<file path="src/design/csvs_pkg.sv">
// ----------------------------------------------------------------------------
// csvs_pkg
// Shared types, character codes and helpers for the CSV field splitter.
// ----------------------------------------------------------------------------
package csvs_pkg;

  localparam logic [7:0] CH_QUOTE = 8'h22;
  localparam logic [7:0] CH_COMMA = 8'h2C;
  localparam logic [7:0] CH_SPACE = 8'h20;
  localparam logic [7:0] CH_TAB   = 8'h09;
  localparam logic [7:0] CH_CR    = 8'h0D;

  localparam logic [1:0] KIND_SPACE = 2'd0;
  localparam logic [1:0] KIND_TAB   = 2'd1;
  localparam logic [1:0] KIND_CR    = 2'd2;

  typedef enum logic [2:0] {
    ACT_NONE,
    ACT_PUSH,
    ACT_EMIT,
    ACT_FIELD_END,
    ACT_REC_END
  } act_e;

  typedef enum logic [1:0] {
    ST_IDLE,
    ST_REPLAY,
    ST_FINAL
  } state_e;

  typedef struct packed {
    logic accept;
    logic replay_emit;
    logic final_emit;
  } csvs_cmd_t;

  typedef struct packed {
    act_e act;
    logic cnt_zero;
    logic replay_done;
    logic out_free;
  } csvs_sts_t;

  function automatic logic is_ws(input logic [7:0] c);
    return (c == CH_SPACE) || (c == CH_TAB) || (c == CH_CR);
  endfunction

  function automatic logic [1:0] ws_kind(input logic [7:0] c);
    logic [1:0] k;
    k = KIND_SPACE;
    if (c == CH_TAB) begin
      k = KIND_TAB;
    end else if (c == CH_CR) begin
      k = KIND_CR;
    end
    return k;
  endfunction

  function automatic logic [7:0] kind_char(input logic [1:0] k);
    logic [7:0] c;
    case (k)
      KIND_TAB: c = CH_TAB;
      KIND_CR:  c = CH_CR;
      default:  c = CH_SPACE;
    endcase
    return c;
  endfunction

endpackage

</file>
<file path="src/design/csvs_ctrl.sv">
// ----------------------------------------------------------------------------
// csvs_ctrl
// Sequencer: accepts a beat, replays held whitespace, then emits the byte.
// ----------------------------------------------------------------------------
module csvs_ctrl
  import csvs_pkg::*;
(
  input  logic      clk_i,
  input  logic      rst_ni,
  input  logic      in_valid_i,
  output logic      in_ready_o,
  input  csvs_sts_t sts_i,
  output csvs_cmd_t cmd_o
);

  state_e state_q, state_d;

  always_ff @(posedge clk_i or negedge rst_ni) begin
    if (!rst_ni) begin
      state_q <= ST_IDLE;
    end else begin
      state_q <= state_d;
    end
  end

  always_comb begin
    state_d    = state_q;
    in_ready_o = 1'b0;
    cmd_o      = '0;
    unique case (state_q)
      ST_IDLE: begin
        in_ready_o = sts_i.out_free;
        if (in_valid_i && sts_i.out_free) begin
          cmd_o.accept = 1'b1;
          if (sts_i.act == ACT_EMIT && !sts_i.cnt_zero) begin
            state_d = ST_REPLAY;
          end
        end
      end
      ST_REPLAY: begin
        if (sts_i.out_free) begin
          cmd_o.replay_emit = 1'b1;
          if (sts_i.replay_done) begin
            state_d = ST_FINAL;
          end
        end
      end
      ST_FINAL: begin
        if (sts_i.out_free) begin
          cmd_o.final_emit = 1'b1;
          state_d          = ST_IDLE;
        end
      end
      default: state_d = ST_IDLE;
    endcase
  end

endmodule

</file>
<file path="src/design/csvs_dp.sv">
// ----------------------------------------------------------------------------
// csvs_dp
// Datapath: quote/field flags, whitespace buffer, result register.
// ----------------------------------------------------------------------------
module csvs_dp
  import csvs_pkg::*;
#(
  parameter int MaxPend = 16
) (
  input  logic       clk_i,
  input  logic       rst_ni,
  input  logic       cmd_i,
  input  logic [7:0] data_byte_i,
  input  csvs_cmd_t  cmd_in_i,
  output csvs_sts_t  sts_o,
  output logic       out_valid_o,
  input  logic       out_ready_i,
  output logic [7:0] out_byte_o,
  output logic       byte_valid_o,
  output logic       field_end_o,
  output logic       record_end_o,
  output logic       ws_overflow_o,
  output logic       last_o
);

  localparam int CntW = $clog2(MaxPend + 1);
  localparam int IdxW = (MaxPend > 1) ? $clog2(MaxPend) : 1;

  logic            in_quotes_q, quote_pend_q, started_q, sticky_q;
  logic [CntW-1:0] cnt_q;
  logic [IdxW-1:0] idx_q;
  logic [7:0]      hold_q;
  logic [1:0]      kinds_mem [MaxPend];
  logic [1:0]      rd_data_q;
  logic            rd_en;
  logic [IdxW-1:0] rd_addr;

  logic       out_valid_q, bv_q, fe_q, re_q, ov_q, last_q;
  logic [7:0] byte_q;

  act_e act;
  logic iq_n, qp_n, unq;
  logic [IdxW-1:0] last_idx;

  function automatic act_e content_act(input logic [7:0] c, input logic started);
    act_e a;
    if (is_ws(c)) begin
      a = started ? ACT_PUSH : ACT_NONE;
    end else begin
      a = ACT_EMIT;
    end
    return a;
  endfunction

  always_comb begin
    act  = ACT_NONE;
    iq_n = in_quotes_q;
    qp_n = quote_pend_q;
    unq  = 1'b0;
    if (cmd_i) begin
      act  = ACT_REC_END;
      iq_n = 1'b0;
      qp_n = 1'b0;
    end else if (quote_pend_q) begin
      qp_n = 1'b0;
      if (data_byte_i == CH_QUOTE) begin
        act = content_act(data_byte_i, started_q);
      end else begin
        iq_n = 1'b0;
        unq  = 1'b1;
      end
    end else if (in_quotes_q) begin
      if (data_byte_i == CH_QUOTE) begin
        qp_n = 1'b1;
      end else begin
        act = content_act(data_byte_i, started_q);
      end
    end else begin
      unq = 1'b1;
    end
    if (unq) begin
      if (data_byte_i == CH_QUOTE) begin
        iq_n = 1'b1;
      end else if (data_byte_i == CH_COMMA) begin
        act = ACT_FIELD_END;
      end else begin
        act = content_act(data_byte_i, started_q);
      end
    end
  end

  assign last_idx = IdxW'(cnt_q - 1'b1);

  assign sts_o.act         = act;
  assign sts_o.cnt_zero    = (cnt_q == '0);
  assign sts_o.replay_done = (idx_q == last_idx);
  assign sts_o.out_free    = !out_valid_q || out_ready_i;

  always_comb begin
    rd_en   = 1'b0;
    rd_addr = '0;
    if (cmd_in_i.accept && act == ACT_EMIT) begin
      rd_en = 1'b1;
    end else if (cmd_in_i.replay_emit && !sts_o.replay_done) begin
      rd_en   = 1'b1;
      rd_addr = idx_q + 1'b1;
    end
  end

  always_ff @(posedge clk_i) begin
    if (cmd_in_i.accept && act == ACT_PUSH && cnt_q < CntW'(MaxPend)) begin
      kinds_mem[cnt_q[IdxW-1:0]] <= ws_kind(data_byte_i);
    end
    if (rd_en) begin
      rd_data_q <= kinds_mem[rd_addr];
    end
  end

  always_ff @(posedge clk_i or negedge rst_ni) begin
    if (!rst_ni) begin
      in_quotes_q  <= 1'b0;
      quote_pend_q <= 1'b0;
      started_q    <= 1'b0;
      sticky_q     <= 1'b0;
      cnt_q        <= '0;
      idx_q        <= '0;
      out_valid_q  <= 1'b0;
    end else begin
      if (out_ready_i) begin
        out_valid_q <= 1'b0;
      end
      if (cmd_in_i.accept) begin
        in_quotes_q  <= iq_n;
        quote_pend_q <= qp_n;
        case (act)
          ACT_PUSH: begin
            if (cnt_q < CntW'(MaxPend)) begin
              cnt_q <= cnt_q + 1'b1;
            end else begin
              sticky_q <= 1'b1;
            end
          end
          ACT_EMIT: begin
            started_q <= 1'b1;
            idx_q     <= '0;
            if (cnt_q == '0) begin
              out_valid_q <= 1'b1;
            end
          end
          ACT_FIELD_END, ACT_REC_END: begin
            out_valid_q <= 1'b1;
            started_q   <= 1'b0;
            sticky_q    <= 1'b0;
            cnt_q       <= '0;
          end
          default: ;
        endcase
      end
      if (cmd_in_i.replay_emit) begin
        out_valid_q <= 1'b1;
        if (!sts_o.replay_done) begin
          idx_q <= idx_q + 1'b1;
        end
      end
      if (cmd_in_i.final_emit) begin
        out_valid_q <= 1'b1;
        cnt_q       <= '0;
      end
    end
  end

  always_ff @(posedge clk_i) begin
    if (cmd_in_i.accept) begin
      hold_q <= data_byte_i;
      byte_q <= data_byte_i;
      bv_q   <= 1'b1;
      fe_q   <= 1'b0;
      re_q   <= 1'b0;
      ov_q   <= 1'b0;
      last_q <= 1'b1;
      if (act == ACT_FIELD_END || act == ACT_REC_END) begin
        byte_q <= '0;
        bv_q   <= 1'b0;
        fe_q   <= 1'b1;
        re_q   <= (act == ACT_REC_END);
        ov_q   <= sticky_q;
      end
    end
    if (cmd_in_i.replay_emit) begin
      byte_q <= kind_char(rd_data_q);
      bv_q   <= 1'b1;
      fe_q   <= 1'b0;
      re_q   <= 1'b0;
      ov_q   <= 1'b0;
      last_q <= 1'b0;
    end
    if (cmd_in_i.final_emit) begin
      byte_q <= hold_q;
      bv_q   <= 1'b1;
      fe_q   <= 1'b0;
      re_q   <= 1'b0;
      ov_q   <= 1'b0;
      last_q <= 1'b1;
    end
  end

  assign out_valid_o   = out_valid_q;
  assign out_byte_o    = byte_q;
  assign byte_valid_o  = bv_q;
  assign field_end_o   = fe_q;
  assign record_end_o  = re_q;
  assign ws_overflow_o = ov_q;
  assign last_o        = last_q;

endmodule

</file>
<file path="src/design/csv_quoted_field_splitter_unit.sv">
// ----------------------------------------------------------------------------
// csv_quoted_field_splitter_unit
// Streaming CSV field splitter with quote handling and whitespace trimming.
// ----------------------------------------------------------------------------
// One line byte (or end-of-record) per input beat; each beat gives zero or
// more output beats: content bytes, or a field end marker on comma or end
// of record. Trailing whitespace inside a field is held in a buffer of
// MAX_PENDING_SPACES entries and replayed before the next non-space byte.
// A byte after held whitespace sends the block through a replay state, which
// emits the held bytes one entry per cycle while the output is free, then a
// final state that emits the byte; no new beat is taken until the results
// of the last one are in the output register. No clearing pass after reset.
module csv_quoted_field_splitter_unit
  import csvs_pkg::*;
#(
  parameter int MAX_PENDING_SPACES = 16
) (
  input  logic       clk_i,
  input  logic       rst_ni,
  input  logic       in_valid_i,
  output logic       in_ready_o,
  input  logic       cmd_i,
  input  logic [7:0] data_byte_i,
  output logic       out_valid_o,
  input  logic       out_ready_i,
  output logic [7:0] out_byte_o,
  output logic       byte_valid_o,
  output logic       field_end_o,
  output logic       record_end_o,
  output logic       ws_overflow_o,
  output logic       last_o
);

  csvs_cmd_t cmd;
  csvs_sts_t sts;

  csvs_ctrl u_ctrl (
    .clk_i      (clk_i),
    .rst_ni     (rst_ni),
    .in_valid_i (in_valid_i),
    .in_ready_o (in_ready_o),
    .sts_i      (sts),
    .cmd_o      (cmd)
  );

  csvs_dp #(
    .MaxPend (MAX_PENDING_SPACES)
  ) u_dp (
    .clk_i         (clk_i),
    .rst_ni        (rst_ni),
    .cmd_i         (cmd_i),
    .data_byte_i   (data_byte_i),
    .cmd_in_i      (cmd),
    .sts_o         (sts),
    .out_valid_o   (out_valid_o),
    .out_ready_i   (out_ready_i),
    .out_byte_o    (out_byte_o),
    .byte_valid_o  (byte_valid_o),
    .field_end_o   (field_end_o),
    .record_end_o  (record_end_o),
    .ws_overflow_o (ws_overflow_o),
    .last_o        (last_o)
  );

  a_fe_no_byte: assert property (@(posedge clk_i) disable iff (!rst_ni)
    out_valid_o && field_end_o |-> !byte_valid_o && last_o)
    else $error("field end carries a byte");

  a_re_is_fe: assert property (@(posedge clk_i) disable iff (!rst_ni)
    out_valid_o && record_end_o |-> field_end_o)
    else $error("record end without field end");

  a_ov_on_fe: assert property (@(posedge clk_i) disable iff (!rst_ni)
    out_valid_o && ws_overflow_o |-> field_end_o)
    else $error("overflow flag off a field end");

  a_no_accept_mid: assert property (@(posedge clk_i) disable iff (!rst_ni)
    out_valid_o && !last_o |-> !in_ready_o)
    else $error("input taken while a replay is in progress");

endmodule
</file>
<file path="config.mk">
export PLATFORM = sky130hd
export DESIGN_NAME = csv_quoted_field_splitter_unit
export DESIGN_NICKNAME = d
export VERILOG_FILES = /design/src/design/csvs_pkg.sv /design/src/design/csvs_ctrl.sv /design/src/design/csvs_dp.sv /design/src/design/csv_quoted_field_splitter_unit.sv
export SDC_FILE = /design/constraint.sdc
export NUM_CORES = 1
export LEC_CHECK = 0
export BUFFER_PORTS_ARGS = -buffer_cell sky130_fd_sc_hd__buf_2
export CAP_MARGIN = 20
export CORE_UTILIZATION = 50
export CTS_CLUSTER_SIZE = 16
export DETAILED_ROUTE_END_ITERATION = 6
export PLACE_DENSITY = 0.68
export SLEW_MARGIN = 20
export SYNTH_ARGS = -nofsm -noshare
export SYNTH_HDL_FRONTEND = slang
export SYNTH_HIERARCHICAL = 1
export SYNTH_SLANG_ARGS = --single-unit
export TNS_END_PERCENT = 100
</file>
<file path="constraint.sdc">
create_clock -name clk_i -period 3.3 [get_ports clk_i]
set_input_delay 0.33 -clock clk_i [delete_from_list [all_inputs] [get_ports clk_i]]
set_output_delay 0.33 -clock clk_i [all_outputs]
set_load 0.02 [all_outputs]
</file>
# Word level (Yosys, flattened, before mapping)

Memory sizes are Yosys's and may differ from the RTL's. A register that Yosys moved wholly into a read port is not among the register bits.
Cells that the tools add are included.

Input bits: 13
Bits in registers: 37
Memories kept: 1
Logic and storage cells: 140
Bits in writable memories: 32
Output and inout port bits: 15

Mux-type cells: 72
Add/sub/neg operators: 3
$lt $le $gt $ge: 1
Eq/ne operators: 21
Reductions and logical operators: 27

Memories:

| memory         | words | bits a word | read ports | clocked after Yosys merged registers in | wr ports | line          | text |
|---|---|---|---|---|---|---|---|
| u_dp.kinds_mem | 16    | 2           | 1          | 1                                       | 1        | csvs_dp.sv:33 | `logic [1:0] kinds_mem [MaxPend];` |

Operators by type and width:

| operator                                          | count |
|---|---|
| 2-to-1 mux 1 bit                                  | 36 |
| 2-to-1 mux 8 bit                                  | 4 |
| 2-to-1 mux 3 bit                                  | 9 |
| == test 8 x 6 -> 1 bit, second input constant     | 3 |
| 2-to-1 mux 4 bit                                  | 6 |
| == test 8 x 4 -> 1 bit, second input constant     | 2 |
| 2-to-1 mux 2 bit                                  | 8 |
| 2-to-1 mux 5 bit                                  | 3 |
| case mux 6 bit (2 select lines)                   | 1 |
| != test 2 x 1 -> 1 bit, second input constant     | 5 |
| case mux 5 bit (2 select lines)                   | 1 |
| nonzero test 2 bit                                | 4 |
| == test 3 x 2 -> 1 bit, second input constant     | 2 |
| logical AND 1 bit                                 | 6 |
| case mux 1 bit (2 select lines)                   | 3 |
| case mux 2 bit (3 select lines)                   | 1 |
| AND reduction 3 bit                               | 2 |
| nonzero test 3 bit                                | 2 |
| adder 5 x 1 -> 5 bit, second input constant       | 1 |
| logical NOT 5 bit                                 | 1 |
| less-than comparator 5 bit, second input constant | 1 |
| AND reduction 5 bit                               | 1 |
| adder 4 x 1 -> 4 bit, second input constant       | 1 |
| == test 2 x 1 -> 1 bit, second input constant     | 2 |
| other kinds (12)                                  | 19 |

# Logic depth before layout (Yosys ltp)

Depth in word-level cells: 16
Mapped depth: 9
Mapped depth without buffers: 9

# Hierarchy

The synthesis kept the hierarchy.

Modules (own cells, without submodules):

| module    | area each (µm²) | cells an instance | sequential area each (µm²) | instances |
|---|---|---|---|---|
| csvs_dp   | 3422.0          | 321               | 1951.9                     | 1 |
| csvs_ctrl | 137.6           | 13                | 50.0                       | 1 |

# Least setup slack after synthesis

Ideal clock, no wire load.

Path kind: reg-to-reg
Start point: register u_dp.out_valid_q (netlist: u_dp/out_valid_o)
End point: register u_dp.rd_data_q[0], read port of u_dp.kinds_mem, data pin
Clock period less this slack: 2892 ps
Arrival time: 2620 ps
Stages on the path, launching flop included: 9
Path slack: 408 ps
Cells stage by stage: dfrtp_1 -> nand2b_1 -> nor3b_2 -> and2_1 -> nand2_1 -> a31o_2 -> o21ai_1 -> a311oi_1 -> or4_1

RTL lines:

| element                | line           | text |
|---|---|---|
| start, declared        | csvs_dp.sv:38  | `logic out_valid_q, bv_q, fe_q, re_q, ov_q, last_q;` |
| start signal, assigned | csvs_dp.sv:127 | `out_valid_q <= 1'b0;` |
| start signal, assigned | csvs_dp.sv:130 | `out_valid_q <= 1'b0;` |
| start signal, assigned | csvs_dp.sv:147 | `out_valid_q <= 1'b1;` |
| end, declared          | csvs_dp.sv:34  | `logic [1:0] rd_data_q;` |

# Worst setup path after layout

Start point: register u_dp.cnt_q[0]
End point: register u_dp.rd_data_q[0], read port of u_dp.kinds_mem, data pin

Longest elaborated chain between the ends: 6
Elaborated cells on any way between the ends: 8
Classes of those cells: 1 x add/sub; 1 x eq/ne; 4 x mux; 2 x reduce/logical

RTL lines:

| element                                              | line           | text |
|---|---|---|
| start, declared                                      | csvs_dp.sv:30  | `logic [CntW-1:0] cnt_q;` |
| start signal, assigned                               | csvs_dp.sv:138 | `cnt_q <= cnt_q + 1'b1;` |
| subtractor 4 x 1 -> 4 bit (*)                        | csvs_dp.sv:92  | `assign last_idx = IdxW'(cnt_q - 1'b1);` |
| == test 4 bit (*)                                    | csvs_dp.sv:96  | `assign sts_o.replay_done = (idx_q == last_idx);` |
| logical NOT 1 bit (*)                                | csvs_dp.sv:104 | `end else if (cmd_in_i.replay_emit && !sts_o.replay_done) begin` |
| logical AND 1 bit (*)                                | csvs_dp.sv:104 |  |
| 2-to-1 mux 4 bit or 2-to-1 mux 1 bit (tied branches) | csvs_dp.sv:104 |  |
| 2-to-1 mux 4 bit or 2-to-1 mux 1 bit (tied branches) | csvs_dp.sv:102 | `if (cmd_in_i.accept && act == ACT_EMIT) begin` |

Every way passes the cells marked *; elsewhere a longest branch is shown, timed or not.
A chain may end at the register's enable or synchronous reset.

==> metrics.txt <==
most frequent cell after synthesis=edfxtp_1; crit end category=flop; TritonCTS Buffers=9; Setup-failing EPs final=0; Placement Setup Slack=532 ps; ys flop type=edfxtp_1; clock share of power=18.6%; # Post-CTS Setup Buffers=0; Final GP Congestion=0.873; worst path arrival time=2880 ps; Net Count, Synth=353; Reg2Reg Setup Slack=500 ps; Setup Skew=8.10 ps; Worst Setup SP=u_dp/cnt_q[0]$_DFFE_PN0P_; Worst-path clk slew=70 ps; startpoint type of the worst setup path=flop; status=finished, final reports clean; detailed-route via count=2648; post-layout util=58.0%; Via density=5.72; first-pass GRT wire length=12700 um; WL per Instance=16.4 um; Post-synth ARST share=22.5%; Comb pwr share=40.8%; Clock Latency Late Sink=340 ps; CP Buf/Inv Count=1; synth top area cells=edfxtp_1, dfrtp_1, nand2_1; Warnings, synthesis=6; Clock Tree Root=clkbuf_8; die height=86.4 um; CP max FO=6; total of max-cap violations=0; sequence of cells on the critical path=inv_1 -> ha_1 -> xor2_1 -> nand3_1 -> o21ai_2 -> mux2_1 -> nor2_1 -> a311oi_1 -> or4_1; Tcrit/Tclk final=84.8%; drt initial violations=212; Distinct cells, synth=64; Syn Std Cell Area=0.00356 sq mm; total gr overflow=0; Antenna Nets Post-Route=0; Initial Util=52.1%; worst setup path endpoint=u_dp/rd_data_q[0]$_DFFE_PP_; Ports=28; power per cell area=830 mW/mm^2; leading cell types by count after synthesis=edfxtp_1, nand2_1, nor2_1; H-tree depth=3; CP max stage delay=540 ps; final HPWL from detailed placement=5400 um; CTS sink count=71; DIE AREA=0.00746 sq mm; Achievable Freq=357 MHz; Max transition margin=59.0%; P_sw=1350 uW; number of synthesized flops with an enable pin=50; Sequential Power Share=40.6%; row count=30; VDD IR max=0.342 mV; Net Sw Frac=41.1%; core area=0.00683 sq mm; syn_area_per_cell=10.7 sq um; area delta synth->final=11.3%; final worst setup slack=500 ps; R2R depth=9; Total GRT Usage=22.7%; worst min-delay path category=in2reg; hold_buf cts=1; Tmin final=2800 ps; WP depth=9; residual DRC count=0; setup TNS=0 ps; layout cells sized above 1=17.4%; Mapped Cells=334; IO Port Bufs=27; Critical Path RT=3380 ps; top cell type's share of synthesized area=42.2%; CTS resizes=0; Reg-to-Reg End=u_dp/rd_data_q[0]$_DFFE_PP_; pin count of the biggest net entering global routing=21; Nets=381; r2r startpoint=u_dp/cnt_q[0]$_DFFE_PN0P_; sequential area share after synthesis=56.2%; Critical Path Slowest Stage Cell=or4_1; CTS tree=yes; Final Hold Fails=0; Top Family by Delay on Critical Path=simple AND/OR/NAND/NOR gates; initial antenna violation count=0; # diodes=0; Slew @ Worst Pin=609 ps; RSZ-0062 raised after global routing=false; Die Width=86.4 um; Internal=1940 uW; leakage=0.00154 uW; Synth area leader=edfxtp_1; drt total wl=7590 um; Setup CP Type=reg2reg; Min Hold Slack=224 ps; Filler cells=604; Max Slew Vio Count=0; Yosys reg bits=71; first-pass detailed-route iteration total=4; clock buffer depth=2; vias in the first global route=2656
==> power groups by stage <==
| stage | Sequential [uW] | Clock (uW) | Combinational (uW) |
|---|---|---|---|
| floorplan | 1370 | 0 | 974 |
| global placement | 1350 | 0 | 1310 |
| detailed placement | 1360 | 0 | 1320 |
| CTS | 1340 | 626 | 1340 |
| global route | 1370 | 668 | 1490 |
| finish | 1340 | 611 | 1340 |
==> layout by cell type, fill, tap and decap left out, drive strengths merged, types with 6 or more instances in the layout <==
cell / instances
inv: 14
a21oi: 19
clkbuf: 9
nor2: 35
o21ai: 24
and3: 6
edfxtp: 50
dfrtp: 16
buf: 31
nor3: 15
ha: 6
a21o: 6
nand2: 44
==> sequential cells by signal (all words and copies together), names as in the netlist, 2 cells and up <==
register         flops
u_dp/out_byte_o      8
u_dp/rd_data_q       2
u_dp/hold_q          8
u_dp/kinds_mem      32
u_ctrl/state_q       2
u_dp/idx_q           4
u_dp/cnt_q           5
==> worst min-delay path by stage <==
stage	startpoint	depth (start not counted)	to
floorplan	rst_ni	0	u_ctrl/state_q[0]$_DFFE_PN0P_
global placement	rst_ni	1	u_dp/sticky_q$_DFFE_PN0P_
detailed placement	rst_ni	1	u_dp/sticky_q$_DFFE_PN0P_
CTS	data_byte_i[6]	1	u_dp/hold_q[6]$_DFFE_PP_
global route	data_byte_i[4]	1	u_dp/hold_q[4]$_DFFE_PP_
finish	data_byte_i[6]	1	u_dp/hold_q[6]$_DFFE_PP_
==> per-stage QoR <==
step	std cells	instance area [sq um]	total power, uW
2_1_floorplan	334	3560	2350
3_3_place_gp	446	3780	2650
3_5_place_dp	446	3780	2680
4_1_cts	463	3960	3300
5_1_grt	463	3960	3530
6_report	463	3960	3290
==> metal layers <==
metal	vias to the layer above	track usage (%)	routed length (um)
met2	76	36.9	3600
met3	13	3.62	433
met5	-	0	0
met4	0	9.55	129
met1	1287	30.4	3420
li1	1272	-	-
==> final cells by class <==
type / instances / area, sq um / share of cell area [%]
flip-flops and latches: 71 / 2000 / 50.5
multi-input cells: 236 / 1450 / 36.6
repair buffers: 32 / 175 / 4.42
clock buffers: 9 / 124 / 3.13
well taps: 96 / 120 / 3.03
clock inverters: 7 / 47.5 / 1.20
inverters: 12 / 45.0 / 1.14
==> cells by family (layout without fill, tap and decap cells) <==
group	after synthesis	after routing	share of synthesized area, %
and+or+nand+nor	133	133	18.6
AOI/OAI and AO/OA	79	79	14.6
DFF	71	71	56.2
buffers and inverters	27	60	3.20
xor gates and xnor gates	9	9	2.60
muxes	9	9	2.67
adders and majority gates	6	6	2.11
==> worst reg2reg max path: stages (launching register included) <==
cell      delay, ps
dfrtp_1         450
inv_1           120
ha_1            330
xor2_1          200
nand3_1         160
o21ai_2         240
mux2_1          350
nor2_1          100
a311oi_1         50
or4_1           540
(Power assumes the default switching activity.)
